`src/design/ef_pkg.sv`:
```
`timescale 1ns / 1ps
// ---------------------------------------------------------------------------
// ef_pkg
// Shared types and constants of the Elias-Fano encoder.
// ---------------------------------------------------------------------------
package ef_pkg;

   localparam int POSITION_BITS = 64;
   localparam logic [63:0] POS_MASK = {64{1'b1}} >> (64 - POSITION_BITS);

   localparam int WORD_BITS  = 64;
   localparam int INDEX_BITS = 58;
   localparam int ZERO_BITS  = 59;

   // request commands
   localparam logic CMD_ADD    = 1'b0;
   localparam logic CMD_FINISH = 1'b1;

   // register select (address bit 3)
   localparam logic REG_LOW_WIDTH     = 1'b0;
   localparam logic REG_MAX_POSITIONS = 1'b1;

   typedef enum logic [2:0] {
      KIND_LOW     = 3'd0,
      KIND_FULL    = 3'd1,
      KIND_PARTIAL = 3'd2,
      KIND_TOTAL   = 3'd3,
      KIND_ERROR   = 3'd4
   } kind_type;

   // Everything one request produces. Order of results:
   //   add:    low, full word, error
   //   finish: partial word, low, total
   typedef struct packed {
      logic                   is_finish;
      logic                   low_en;
      logic [63:0]            low_data;
      logic [6:0]             low_cnt;
      logic                   word_en;
      logic [63:0]            word_data;
      logic [6:0]             word_bits;
      logic [ZERO_BITS-1:0]   zeros;
      logic                   tail_en;
      logic [63:0]            tail_data;
   } bundle_type;

endpackage

```
`src/design/ef_front.sv`:
```
`timescale 1ns / 1ps
// ---------------------------------------------------------------------------
// ef_front
// Accepts requests, splits positions and updates the high bit array state.
// ---------------------------------------------------------------------------
module ef_front (
   input  logic               clock,
   input  logic               reset,
   input  logic [5:0]         low_width,
   input  logic [63:0]        max_positions,
   input  logic               req_valid,
   output logic               req_ready,
   input  logic               req_command,
   input  logic [63:0]        req_position,
   output logic               q_valid,
   input  logic               q_ready,
   output ef_pkg::bundle_type q_data
);
   import ef_pkg::*;

   // stage 1: split
   logic        s1_valid_ff, s1_valid_in;
   logic        s1_cmd_ff;
   logic [63:0] s1_shift_ff;
   logic [63:0] s1_low_ff;

   // stage 2: encoder state
   logic [63:0]           count_ff, count_in;
   logic [INDEX_BITS-1:0] hwi_ff, hwi_in;
   logic [63:0]           word_ff, word_in;
   logic [6:0]            offset_ff, offset_in;

   logic                  s2_fire;
   logic [63:0]           pos_m;
   logic [63:0]           upper;
   logic [INDEX_BITS-1:0] tgt_word;
   logic [5:0]            tgt_bit;
   logic                  advance;
   logic                  over;
   logic [INDEX_BITS-1:0] gap;
   bundle_type            bnd;

   assign s2_fire     = s1_valid_ff && q_ready;
   assign req_ready   = !s1_valid_ff || s2_fire;
   assign s1_valid_in = (req_valid && req_ready) || (s1_valid_ff && !s2_fire);
   assign pos_m       = req_position & POS_MASK;

   always_ff @(posedge clock) begin
      if (reset) begin
         s1_valid_ff <= 1'b0;
      end else begin
         s1_valid_ff <= s1_valid_in;
      end
      if (req_valid && req_ready) begin
         s1_cmd_ff   <= req_command;
         s1_shift_ff <= pos_m >> low_width;
         s1_low_ff   <= pos_m & ~({64{1'b1}} << low_width);
      end
   end

   assign upper    = s1_shift_ff + count_ff;
   assign tgt_word = upper[63:6];
   assign tgt_bit  = upper[5:0];
   assign advance  = tgt_word > hwi_ff;
   assign gap      = tgt_word - hwi_ff - INDEX_BITS'(1);
   // count + 1 > max, with count + 1 wrapping to zero at the top
   assign over     = (count_ff != {64{1'b1}}) && (count_ff >= max_positions);

   always_comb begin
      count_in  = count_ff;
      hwi_in    = hwi_ff;
      word_in   = word_ff;
      offset_in = offset_ff;
      bnd       = '0;
      if (s1_cmd_ff == CMD_FINISH) begin
         bnd.is_finish = 1'b1;
         bnd.word_en   = 1'b1;
         bnd.word_data = word_ff;
         bnd.word_bits = offset_ff;
         bnd.low_en    = (low_width == 6'd0);
         bnd.low_data  = '0;
         bnd.low_cnt   = 7'(WORD_BITS);
         bnd.tail_en   = 1'b1;
         bnd.tail_data = {hwi_ff, 6'd0} + {57'd0, offset_ff};
         count_in  = '0;
         hwi_in    = '0;
         word_in   = '0;
         offset_in = '0;
      end else begin
         bnd.is_finish = 1'b0;
         bnd.low_en    = (low_width != 6'd0);
         bnd.low_data  = s1_low_ff;
         bnd.low_cnt   = {1'b0, low_width};
         bnd.word_en   = advance;
         bnd.word_data = word_ff;
         bnd.word_bits = 7'(WORD_BITS);
         bnd.zeros     = {1'b0, gap};
         bnd.tail_en   = over;
         bnd.tail_data = '0;
         hwi_in    = advance ? tgt_word : hwi_ff;
         word_in   = (advance ? 64'd0 : word_ff) | (64'd1 << tgt_bit);
         offset_in = {1'b0, tgt_bit} + 7'd1;
         count_in  = count_ff + 64'd1;
      end
   end

   always_ff @(posedge clock) begin
      if (reset) begin
         count_ff  <= '0;
         hwi_ff    <= '0;
         word_ff   <= '0;
         offset_ff <= '0;
      end else if (s2_fire) begin
         count_ff  <= count_in;
         hwi_ff    <= hwi_in;
         word_ff   <= word_in;
         offset_ff <= offset_in;
      end
   end

   // a quiet add (no low field, no word, no error) only updates state
   assign q_valid = s1_valid_ff && (bnd.low_en || bnd.word_en || bnd.tail_en);
   assign q_data  = bnd;

endmodule

```
`src/design/ef_queue.sv`:
```
`timescale 1ns / 1ps
// ---------------------------------------------------------------------------
// ef_queue
// Two-entry queue of result bundles between front and back.
// ---------------------------------------------------------------------------
module ef_queue (
   input  logic               clock,
   input  logic               reset,
   input  logic               wr_valid,
   output logic               wr_ready,
   input  ef_pkg::bundle_type wr_data,
   output logic               rd_valid,
   input  logic               rd_ready,
   output ef_pkg::bundle_type rd_data
);
   import ef_pkg::*;

   bundle_type  entry_ff [2];
   logic        wr_ptr_ff, wr_ptr_in;
   logic        rd_ptr_ff, rd_ptr_in;
   logic [1:0]  fill_ff, fill_in;
   logic        push, pop;

   assign wr_ready = (fill_ff != 2'd2);
   assign rd_valid = (fill_ff != 2'd0);
   assign rd_data  = entry_ff[rd_ptr_ff];
   assign push     = wr_valid && wr_ready;
   assign pop      = rd_valid && rd_ready;

   always_comb begin
      wr_ptr_in = wr_ptr_ff ^ push;
      rd_ptr_in = rd_ptr_ff ^ pop;
      fill_in   = fill_ff + {1'b0, push} - {1'b0, pop};
   end

   always_ff @(posedge clock) begin
      if (reset) begin
         wr_ptr_ff <= 1'b0;
         rd_ptr_ff <= 1'b0;
         fill_ff   <= '0;
      end else begin
         wr_ptr_ff <= wr_ptr_in;
         rd_ptr_ff <= rd_ptr_in;
         fill_ff   <= fill_in;
      end
      if (push) begin
         entry_ff[wr_ptr_ff] <= wr_data;
      end
   end

endmodule

```
`src/design/ef_back.sv`:
```
`timescale 1ns / 1ps
// ---------------------------------------------------------------------------
// ef_back
// Walks the results of each bundle in order into the response register.
// ---------------------------------------------------------------------------
module ef_back (
   input  logic               clock,
   input  logic               reset,
   input  logic               q_valid,
   output logic               q_ready,
   input  ef_pkg::bundle_type q_data,
   output logic               rsp_valid,
   input  logic               rsp_ready,
   output logic [2:0]         rsp_kind,
   output logic [63:0]        rsp_data,
   output logic [6:0]         rsp_bit_count,
   output logic [58:0]        rsp_zero_words_after,
   output logic               rsp_last
);
   import ef_pkg::*;

   bundle_type           bnd_ff;
   logic [2:0]           pend_ff, pend_in;
   logic [2:0]           pick, remain, after;
   logic                 out_load;

   logic                 valid_ff, valid_in;
   kind_type             kind_ff, kind_in;
   logic [63:0]          data_ff, data_in;
   logic [6:0]           bits_ff, bits_in;
   logic [ZERO_BITS-1:0] zeros_ff, zeros_in;
   logic                 last_ff, last_in;

   // first pending slot, one-hot
   assign pick     = pend_ff[0] ? 3'b001 : (pend_ff[1] ? 3'b010 : 3'b100);
   assign remain   = pend_ff & ~pick;
   assign out_load = (pend_ff != 3'd0) && (!valid_ff || rsp_ready);
   assign after    = out_load ? remain : pend_ff;
   assign q_ready  = (after == 3'd0);

   always_comb begin
      pend_in = after;
      if (q_valid && q_ready) begin
         if (q_data.is_finish) begin
            pend_in = {q_data.tail_en, q_data.low_en, q_data.word_en};
         end else begin
            pend_in = {q_data.tail_en, q_data.word_en, q_data.low_en};
         end
      end
   end

   always_comb begin
      valid_in = valid_ff && !rsp_ready;
      kind_in  = kind_ff;
      data_in  = data_ff;
      bits_in  = bits_ff;
      zeros_in = zeros_ff;
      last_in  = last_ff;
      if (out_load) begin
         valid_in = 1'b1;
         last_in  = (remain == 3'd0);
         zeros_in = '0;
         bits_in  = '0;
         data_in  = '0;
         if (pick[2]) begin
            kind_in = bnd_ff.is_finish ? KIND_TOTAL : KIND_ERROR;
            data_in = bnd_ff.tail_data;
         end else if (pick[0] ^ bnd_ff.is_finish) begin
            kind_in = KIND_LOW;
            data_in = bnd_ff.low_data;
            bits_in = bnd_ff.low_cnt;
         end else begin
            kind_in  = bnd_ff.is_finish ? KIND_PARTIAL : KIND_FULL;
            data_in  = bnd_ff.word_data;
            bits_in  = bnd_ff.word_bits;
            zeros_in = bnd_ff.zeros;
         end
      end
   end

   always_ff @(posedge clock) begin
      if (reset) begin
         pend_ff  <= '0;
         valid_ff <= 1'b0;
      end else begin
         pend_ff  <= pend_in;
         valid_ff <= valid_in;
      end
      if (q_valid && q_ready) begin
         bnd_ff <= q_data;
      end
      kind_ff  <= kind_in;
      data_ff  <= data_in;
      bits_ff  <= bits_in;
      zeros_ff <= zeros_in;
      last_ff  <= last_in;
   end

   assign rsp_valid            = valid_ff;
   assign rsp_kind             = kind_ff;
   assign rsp_data             = data_ff;
   assign rsp_bit_count        = bits_ff;
   assign rsp_zero_words_after = zeros_ff;
   assign rsp_last             = last_ff;

   a_error_empty: assert property (@(posedge clock) disable iff (reset)
      valid_ff && kind_ff == KIND_ERROR |-> data_ff == 64'd0 && bits_ff == 7'd0)
      else $error("error result carries data");

   a_total_last: assert property (@(posedge clock) disable iff (reset)
      valid_ff && kind_ff == KIND_TOTAL |-> last_ff)
      else $error("total is not the last result of a finish");

   a_partial_not_last: assert property (@(posedge clock) disable iff (reset)
      valid_ff && kind_ff == KIND_PARTIAL |-> !last_ff)
      else $error("partial word marked last");

   a_zeros_full_only: assert property (@(posedge clock) disable iff (reset)
      valid_ff && kind_ff != KIND_FULL |-> zeros_ff == '0)
      else $error("zero run on a result other than a full word");

endmodule

```
`src/design/elias_fano_encoder_core.sv`:
```
`timescale 1ns / 1ps
// ---------------------------------------------------------------------------
// elias_fano_encoder_core
// Elias-Fano encoder: low bit stream and run-compressed high bit words.
// ---------------------------------------------------------------------------
// The front accepts one request per clock unless the queue is full, splits
// the position in one stage and updates the high-word state in the next,
// handing a bundle of up to three results to a two-entry queue. The back
// emits one result per clock from it while rsp_ready is high, so a request
// holds the port for as many results as it has: none for an add with no low
// field that only sets a bit in the current word, typically one or two for
// an add, two or three for a finish. The single response port limits the
// sustained rate. Registers: low_width at byte address 0, max_positions at 8.
module elias_fano_encoder_core (
   input  logic        clock,
   input  logic        reset,
   input  logic        req_valid,
   output logic        req_ready,
   input  logic        req_command,
   input  logic [63:0] req_position,
   output logic        rsp_valid,
   input  logic        rsp_ready,
   output logic [2:0]  rsp_kind,
   output logic [63:0] rsp_data,
   output logic [6:0]  rsp_bit_count,
   output logic [58:0] rsp_zero_words_after,
   output logic        rsp_last,
   input  logic        csr_psel,
   input  logic        csr_penable,
   input  logic        csr_pwrite,
   input  logic [3:0]  csr_paddr,
   input  logic [63:0] csr_pwdata,
   output logic [63:0] csr_prdata,
   output logic        csr_pready
);
   import ef_pkg::*;

   logic [5:0]  low_width_ff;
   logic [63:0] max_pos_ff;
   logic        csr_wr;

   logic        fq_valid, fq_ready;
   bundle_type  fq_data;
   logic        qb_valid, qb_ready;
   bundle_type  qb_data;

   assign csr_pready = 1'b1;
   assign csr_wr     = csr_psel && csr_penable && csr_pwrite;

   always_ff @(posedge clock) begin
      if (reset) begin
         low_width_ff <= '0;
         max_pos_ff   <= 64'd1;
      end else if (csr_wr) begin
         unique case (csr_paddr[3])
            REG_LOW_WIDTH:     low_width_ff <= csr_pwdata[5:0];
            REG_MAX_POSITIONS: max_pos_ff   <= csr_pwdata;
            default: ;
         endcase
      end
   end

   always_comb begin
      unique case (csr_paddr[3])
         REG_LOW_WIDTH:     csr_prdata = {58'd0, low_width_ff};
         REG_MAX_POSITIONS: csr_prdata = max_pos_ff;
         default:           csr_prdata = '0;
      endcase
   end

   ef_front u_front (
      .clock         (clock),
      .reset         (reset),
      .low_width     (low_width_ff),
      .max_positions (max_pos_ff),
      .req_valid     (req_valid),
      .req_ready     (req_ready),
      .req_command   (req_command),
      .req_position  (req_position),
      .q_valid       (fq_valid),
      .q_ready       (fq_ready),
      .q_data        (fq_data)
   );

   ef_queue u_queue (
      .clock    (clock),
      .reset    (reset),
      .wr_valid (fq_valid),
      .wr_ready (fq_ready),
      .wr_data  (fq_data),
      .rd_valid (qb_valid),
      .rd_ready (qb_ready),
      .rd_data  (qb_data)
   );

   ef_back u_back (
      .clock                (clock),
      .reset                (reset),
      .q_valid              (qb_valid),
      .q_ready              (qb_ready),
      .q_data               (qb_data),
      .rsp_valid            (rsp_valid),
      .rsp_ready            (rsp_ready),
      .rsp_kind             (rsp_kind),
      .rsp_data             (rsp_data),
      .rsp_bit_count        (rsp_bit_count),
      .rsp_zero_words_after (rsp_zero_words_after),
      .rsp_last             (rsp_last)
   );

endmodule

```
`config.mk`:
```
export PLATFORM = sky130hd
export DESIGN_NAME = elias_fano_encoder_core
export DESIGN_NICKNAME = d
export VERILOG_FILES = /design/src/design/ef_pkg.sv /design/src/design/ef_front.sv /design/src/design/ef_queue.sv /design/src/design/ef_back.sv /design/src/design/elias_fano_encoder_core.sv
export SDC_FILE = /design/constraint.sdc
export NUM_CORES = 2
export LEC_CHECK = 0
export ABC_AREA = 1
export BUFFER_PORTS_ARGS = -buffer_cell sky130_fd_sc_hd__buf_2
export CORE_ASPECT_RATIO = 1.5
export CORE_MARGIN = 2
export CORE_UTILIZATION = 45
export CTS_CLUSTER_DIAMETER = 60
export DETAILED_ROUTE_END_ITERATION = 16
export PLACE_DENSITY = 0.64
export SKIP_CTS_REPAIR_TIMING = 1
export SYNTH_ARGS = -nofsm -noshare
export SYNTH_HDL_FRONTEND = slang
export SYNTH_HIERARCHICAL = 1
export SYNTH_SLANG_ARGS = --single-unit
```
`constraint.sdc`:
```
create_clock -name clock -period 38.5 [get_ports clock]
set_clock_uncertainty 0.1 [all_clocks]
set_input_delay 3.85 -clock clock [delete_from_list [all_inputs] [get_ports clock]]
set_output_delay 3.85 -clock clock [all_outputs]
set_load 0.1 [all_outputs]
```
# After elaboration in Yosys (flattened, before gate mapping)
# Memories as Yosys holds them, arrays and structs flattened. A register that Yosys moved wholly into a read port is not among the register bits.
# Cells that the tools add are included.
[classes]
add_sub_neg = 8
order_cmp = 2
n_eq_ne = 2
shift = 3
muxes = 26
n_bitwise = 9
n_reduce_logical = 31
[op_table]
columns = ["operator", "count"]
rows = [
  ["$mux W64", 5],
  ["$mux W58", 3],
  ["$mux W145", 1],
  ["$pmux W64 S2", 1],
  ["$mux W65", 1],
  ["$add A64 B1 Y64 const B", 1],
  ["$add A64 B64 Y64", 1],
  ["$add A64 B7 Y64", 1],
  ["$and A64 B64 Y64", 1],
  ["$ge A64 B64 Y1", 1],
  ["$ne A64 B64 Y1 const B", 1],
  ["$not A64 Y64", 1],
  ["$or A64 B64 Y64", 1],
  ["$shl A1 B6 Y64 const A", 1],
  ["$shl A64 B6 Y64 const A", 1],
  ["$shr A64 B6 Y64", 1],
  ["$gt A58 B58 Y1", 1],
  ["$sub A58 B1 Y58 const B", 1],
  ["$sub A58 B58 Y58", 1],
  ["$mux W3", 7],
  ["$mux W7", 2],
  ["$logic_and A1 B1 Y1", 11],
  ["$add A6 B1 Y7 const B", 1],
  ["$logic_not A3 Y1", 2],
  ["17 further kinds", 33],
]
[totals]
ff_bits = 801
ram_bits = 536
inputBits = 140
memories = 1
[mem_list]
columns = ["name", "words", "width", "read_ports", "rd_clocked_by_memory_dff", "write_ports", "line", "text"]
rows = [
  ["u_queue.entry_ff", 2, 268, 1, 1, 1, "ef_queue.sv:18", "bundle_type entry_ff [2];"],
]

# Depth between registers and ports, before layout
[depth]
word_depth = 9
ltp_mapped = 38
depth_no_buf = 38

# Cells and area by module
# The synthesis kept the hierarchy.
[modules_own_cells]
columns = ["mod", "n_inst", "cells_each", "area_each_um2", "seq_area_each_um2"]
rows = [
  ["ef_front", 1, 5347, 31780.5, 7727.4],
  ["ef_queue", 1, 1438, 19805.2, 16235.6],
  ["ef_back", 1, 884, 14290.0, 12091.6],
  ["elias_fano_encoder_core", 1, 592, 3622.2, 1401.3],
]

# Worst setup path before layout
# OpenSTA, ideal clock, no wires.
[synth_timing]
path_type = "register -> register"
start = "reg u_front.count_ff[0]"
end = "mem u_queue/entry_ff[1][0] in the netlist's numbering, enable pin"
setup_time_ns = 0.905
arrival_ns = 14.565
t_required_ns = 37.495
path_slack_ns = 22.930
stages_incl_launch_ff = 29
n_path_buf = 0
period_less_slack_ns = 15.570
path_cell_list = "dfxtp_1 -> ha_1 -> inv_1 -> fa_1 -> inv_1 -> nand3_1 -> nand3_2 -> nand2_1 -> nand2_1 -> inv_1 -> o21bai_1 -> nand2_1 -> nand4_1 -> nand2_1 -> ha_1 -> nand2_1 -> nor2_1 -> inv_2 -> nor2_1 -> nand2_1 -> nand3_1 -> nand2_1 -> inv_2 -> nand2_4 -> nand2_4 -> nor2_1 -> a21boi_0 -> nand2_1 -> nor2_1"
[synth_rtl]
columns = ["item", "line", "text"]
rows = [
  ["from (decl)", "ef_front.sv:28", "logic [63:0] count_ff, count_in;"],
  ["from (signal assigned)", "ef_front.sv:114", "count_ff <= count_in;"],
  ["to (decl)", "ef_queue.sv:18", ""],
]

# Worst setup path after layout
[layout_timing]
start = "in csr_paddr[3]"
end = "out csr_prdata[44]"
[layout_between]
elab_chain_len = 2
[layout_rtl]
columns = ["item", "line", "text"]
rows = [
  ["from (decl)", "elias_fano_encoder_core.sv:31", "input logic [3:0] csr_paddr,"],
  ["$not A1 Y1 (no line)", "--", ""],
  ["$pmux W64 S2 *", "elias_fano_encoder_core.sv:64", "unique case (csr_paddr[3])"],
  ["to (decl)", "elias_fano_encoder_core.sv:33", "output logic [63:0] csr_prdata,"],
]
# Every way passes the cells marked *; elsewhere a longest branch is shown, timed or not.

==> out/results.txt <==
syn avg cell area: 8.413 um2
Mapped Area: 0.06950 mm2
vias in the first global route: 54180
f_max: 103.8 MHz
Peak VDD IR: 0.00009053 V
Final Cycle Share: 25.02%
CTS tree: yes
Detailed Route WL: 232900 um
Startpoint Class: primary input
R2R setup slack: 29.78 ns
Lkg Pwr: 32.73 nW
I/O Buffers: 336
Area Overhead vs Synth: 10.59%
fin. max-slew vios: 0
Worst-Margin Slew: 1.168 ns
setup TNS: 0 ns
hpwl dp: 178700 um
CTS max path bufs: 3
Worst Path Arrival: 5.68 ns
Total GRT Usage: 29.12%
CTS HTree Levels: 4
row count: 176
Post-synth EDFFs: 1066
Root Driver: clkbuf_16
commonest non-fill, non-tap cells in the layout: nand2_1, edfxtp_1, inv_1
combinational group share of total power: 34.2%
Wirelength per Cell: 21.88 um
r2r worst-path depth: 31
DR iter-0 viols: 4907
die area: 0.1577 mm2
Pwr Density: 67.46 mW/mm2
Pre-antenna DRT Iters: 6
register area share after synthesis: 53.90%
final setup fails: 0
status: finished clean
Req. time, crit path: 34.55 ns
Worst Setup Path Type: primary input to primary output
total vias in the final route: 55910
Power Total: 5.184 mW
fraction of layout cells with a size suffix above 1: 8.635%
final hold vios: 0
worst-path fanout max: 74
Worst-path clk slew: 0.06 ns
crit path to: csr_prdata[44]
I/O Pins: 341
commonest non-fill, non-tap cell in the layout: nand2_1
initial antenna violation count: 8
Syn. warnings: 6
critical path capture point type: primary output
Remaining Overflow, GRT: 0
clock share of power: 24.4%
final net count: 8833
Num CTS Buffers: 130
Tmin final: 9.633 ns
Die Ht: 485.3 um
prevailing post-synth register cell: edfxtp_1
max-cap viol count: 0
Critical R2R Launch: u_front/count_ff[0]$_SDFFE_PP0P_
initial core utilization: 45.34%
post-synth cell types: 64
largest net degree at the start of global routing: 153
Rel. slew slack: 22.12%
Hold Path Class: register to register
Via density: 5.254
sw frac: 41.84%
wire length of the first global-routing pass: 339700 um
gate count of the mapped netlist: 8261
CP startpoint: csr_paddr[3]
Synth Register Bits: 1338
RSZ-0062 raised after global routing: false
GPL Wtd Cong: 1.038
r2r endpoint: u_queue/entry_ff[0][115]$_DFFE_PP_
Worst-Skew Late Latency: 0.81 ns
total core area: 0.1533 mm2
DRC: 0
Int Pwr: 3.015 mW
Async SR Flop Fraction: 0%
Flop pwr share: 41.5%
CTS sink count: 1338
P_sw: 2.169 mW
antenna viol nets, final: 0
Die X: 324.9 um
==> per-stage QoR <==
step           utilization (%)  cell area, um2  setup slack [ns]  hold WS (ns)  instances
2_1_floorplan                -           69500             22.93        0.3400       8262
3_3_place_gp             47.39           72640             28.93        0.3515      10410
3_5_place_dp             47.39           72640             28.88        0.3577      10410
4_1_cts                  50.14           76850             28.88        0.3682      10640
5_1_grt                  50.14           76850             28.76        0.3989      10640
6_report                 50.15           76860             28.87        0.3674      10640
==> power by group through the flow <==
stage	Combinational [mW]	Sequential [mW]	Clock, mW
after floorplan	0.753	2.74	0
after global placement	1.76	2.17	0
after detailed placement	1.77	2.18	0
after CTS	1.78	2.15	1.29
after global routing	1.88	2.18	1.34
final	1.77	2.15	1.26
==> registers in the layout, summed over array words and instances, names as in the netlist <==
name	flops
u_back/rsp_valid	1
u_front/count_ff	64
u_back/rsp_data	64
u_back/pend_ff	3
u_front/offset_ff	7
max_pos_ff	64
u_back/rsp_bit_count	7
u_back/bnd_ff	266
u_back/rsp_kind	3
u_front/word_ff	64
u_queue/fill_ff	2
u_queue/entry_ff	538
u_front/s1_shift_ff	64
u_front/s1_low_ff	63
u_back/rsp_last	1
low_width_ff	6
u_queue/wr_ptr_ff	1
u_front/s1_cmd_ff	1
u_front/hwi_ff	58
u_queue/rd_ptr_ff	1
u_back/rsp_zero_words_after	59
u_front/s1_valid_ff	1
==> how the worst min path moves through the flow <==
stage                                      startpoint                            endpoint  slack [ns]  cells after the start
finish              u_front/offset_ff[3]$_SDFFE_PP0P_   u_front/offset_ff[3]$_SDFFE_PP0P_        0.37                      2
global route         u_front/word_ff[10]$_SDFFE_PP0P_  u_queue/entry_ff[1][141]$_DFFE_PP_        0.40                      0
detailed placement  u_front/offset_ff[3]$_SDFFE_PP0P_   u_front/offset_ff[3]$_SDFFE_PP0P_        0.36                      2
CTS                 u_front/offset_ff[3]$_SDFFE_PP0P_   u_front/offset_ff[3]$_SDFFE_PP0P_        0.37                      2
global placement      u_front/hwi_ff[57]$_SDFFE_PP0P_     u_front/hwi_ff[57]$_SDFFE_PP0P_        0.35                      2
floorplan             u_front/hwi_ff[57]$_SDFFE_PP0P_     u_front/hwi_ff[57]$_SDFFE_PP0P_        0.34                      2
==> Yosys cell counts (8+ instances only) <==
cell / number / share of area (%)
a21oi_1: 540 / 3.9
buf_1: 23 / 0.12
clkbuf_1: 102 / 0.55
dfxtp_1: 272 / 7.8
a211oi_1: 9 / 0.097
xnor2_1: 8 / 0.10
nand3_2: 15 / 0.22
inv_1: 1052 / 5.7
o21a_1: 22 / 0.24
o211ai_1: 22 / 0.24
ha_1: 199 / 3.6
nand4_1: 74 / 0.67
nor2_1: 851 / 4.6
nor2_2: 27 / 0.24
inv_2: 23 / 0.12
o21bai_1: 33 / 0.36
nand2_1: 2666 / 14
buf_4: 57 / 0.62
o221ai_1: 8 / 0.10
mux2i_1: 34 / 0.49
nand3_1: 295 / 2.1
nand2_2: 24 / 0.22
a22oi_1: 32 / 0.35
buf_6: 24 / 0.39
buf_2: 88 / 0.63
nor3_1: 136 / 0.98
nand3b_1: 15 / 0.16
nor2_4: 8 / 0.13
xor2_1: 64 / 0.81
a21oi_2: 21 / 0.26
and2_1: 14 / 0.13
o21ai_1: 21 / 0.15
a31oi_1: 12 / 0.11
a21o_1: 11 / 0.12
nor4_1: 22 / 0.20
edfxtp_1: 1066 / 46
or2_2: 15 / 0.14
o21ai_0: 297 / 2.1
==> critical path, cell delays in order <==
cell and delay, ns:
buf_4 0.42, buf_4 0.65, nand2_1 0.17, inv_1 0.09
buf_2 0.42
==> final cells by class <==
cell class	instances	area, um2
well taps	2047	2561
clock inverters	76	795.8
multi-input cells	5546	26390
clock buffers	157	3417
diodes	2	5.005
repair buffers	394	2147
inverters	1082	4078
fillers	14630	76410
flip-flops and latches	1338	37470
==> logic make-up after synthesis <==
| family | count (synthesis) | synth area share (%) |
|---|---|---|
| buf+inv | 1378 | 8.210 |
| other cells | 2 | 0.01081 |
| simple gates | 4189 | 24.54 |
| xor+xnor | 75 | 0.9776 |
| flops | 1338 | 53.90 |
| compound gates | 1044 | 8.235 |
| fa+ha+maj | 201 | 3.640 |
| mux | 34 | 0.4897 |
==> routing by layer <==
layer  vias to the layer above  wire length [um]  GRT usage (%)  part of all wire [%]
met4                         2             16320          18.46                   7.0
met5                         -                13              0                0.0056
met2                      1948            116100          51.45                    50
met1                     26170             88250          33.52                    38
li1                      27320                 -              -                     -
met3                       471             12180          3.330                   5.2
(Power assumes the default switching activity.)
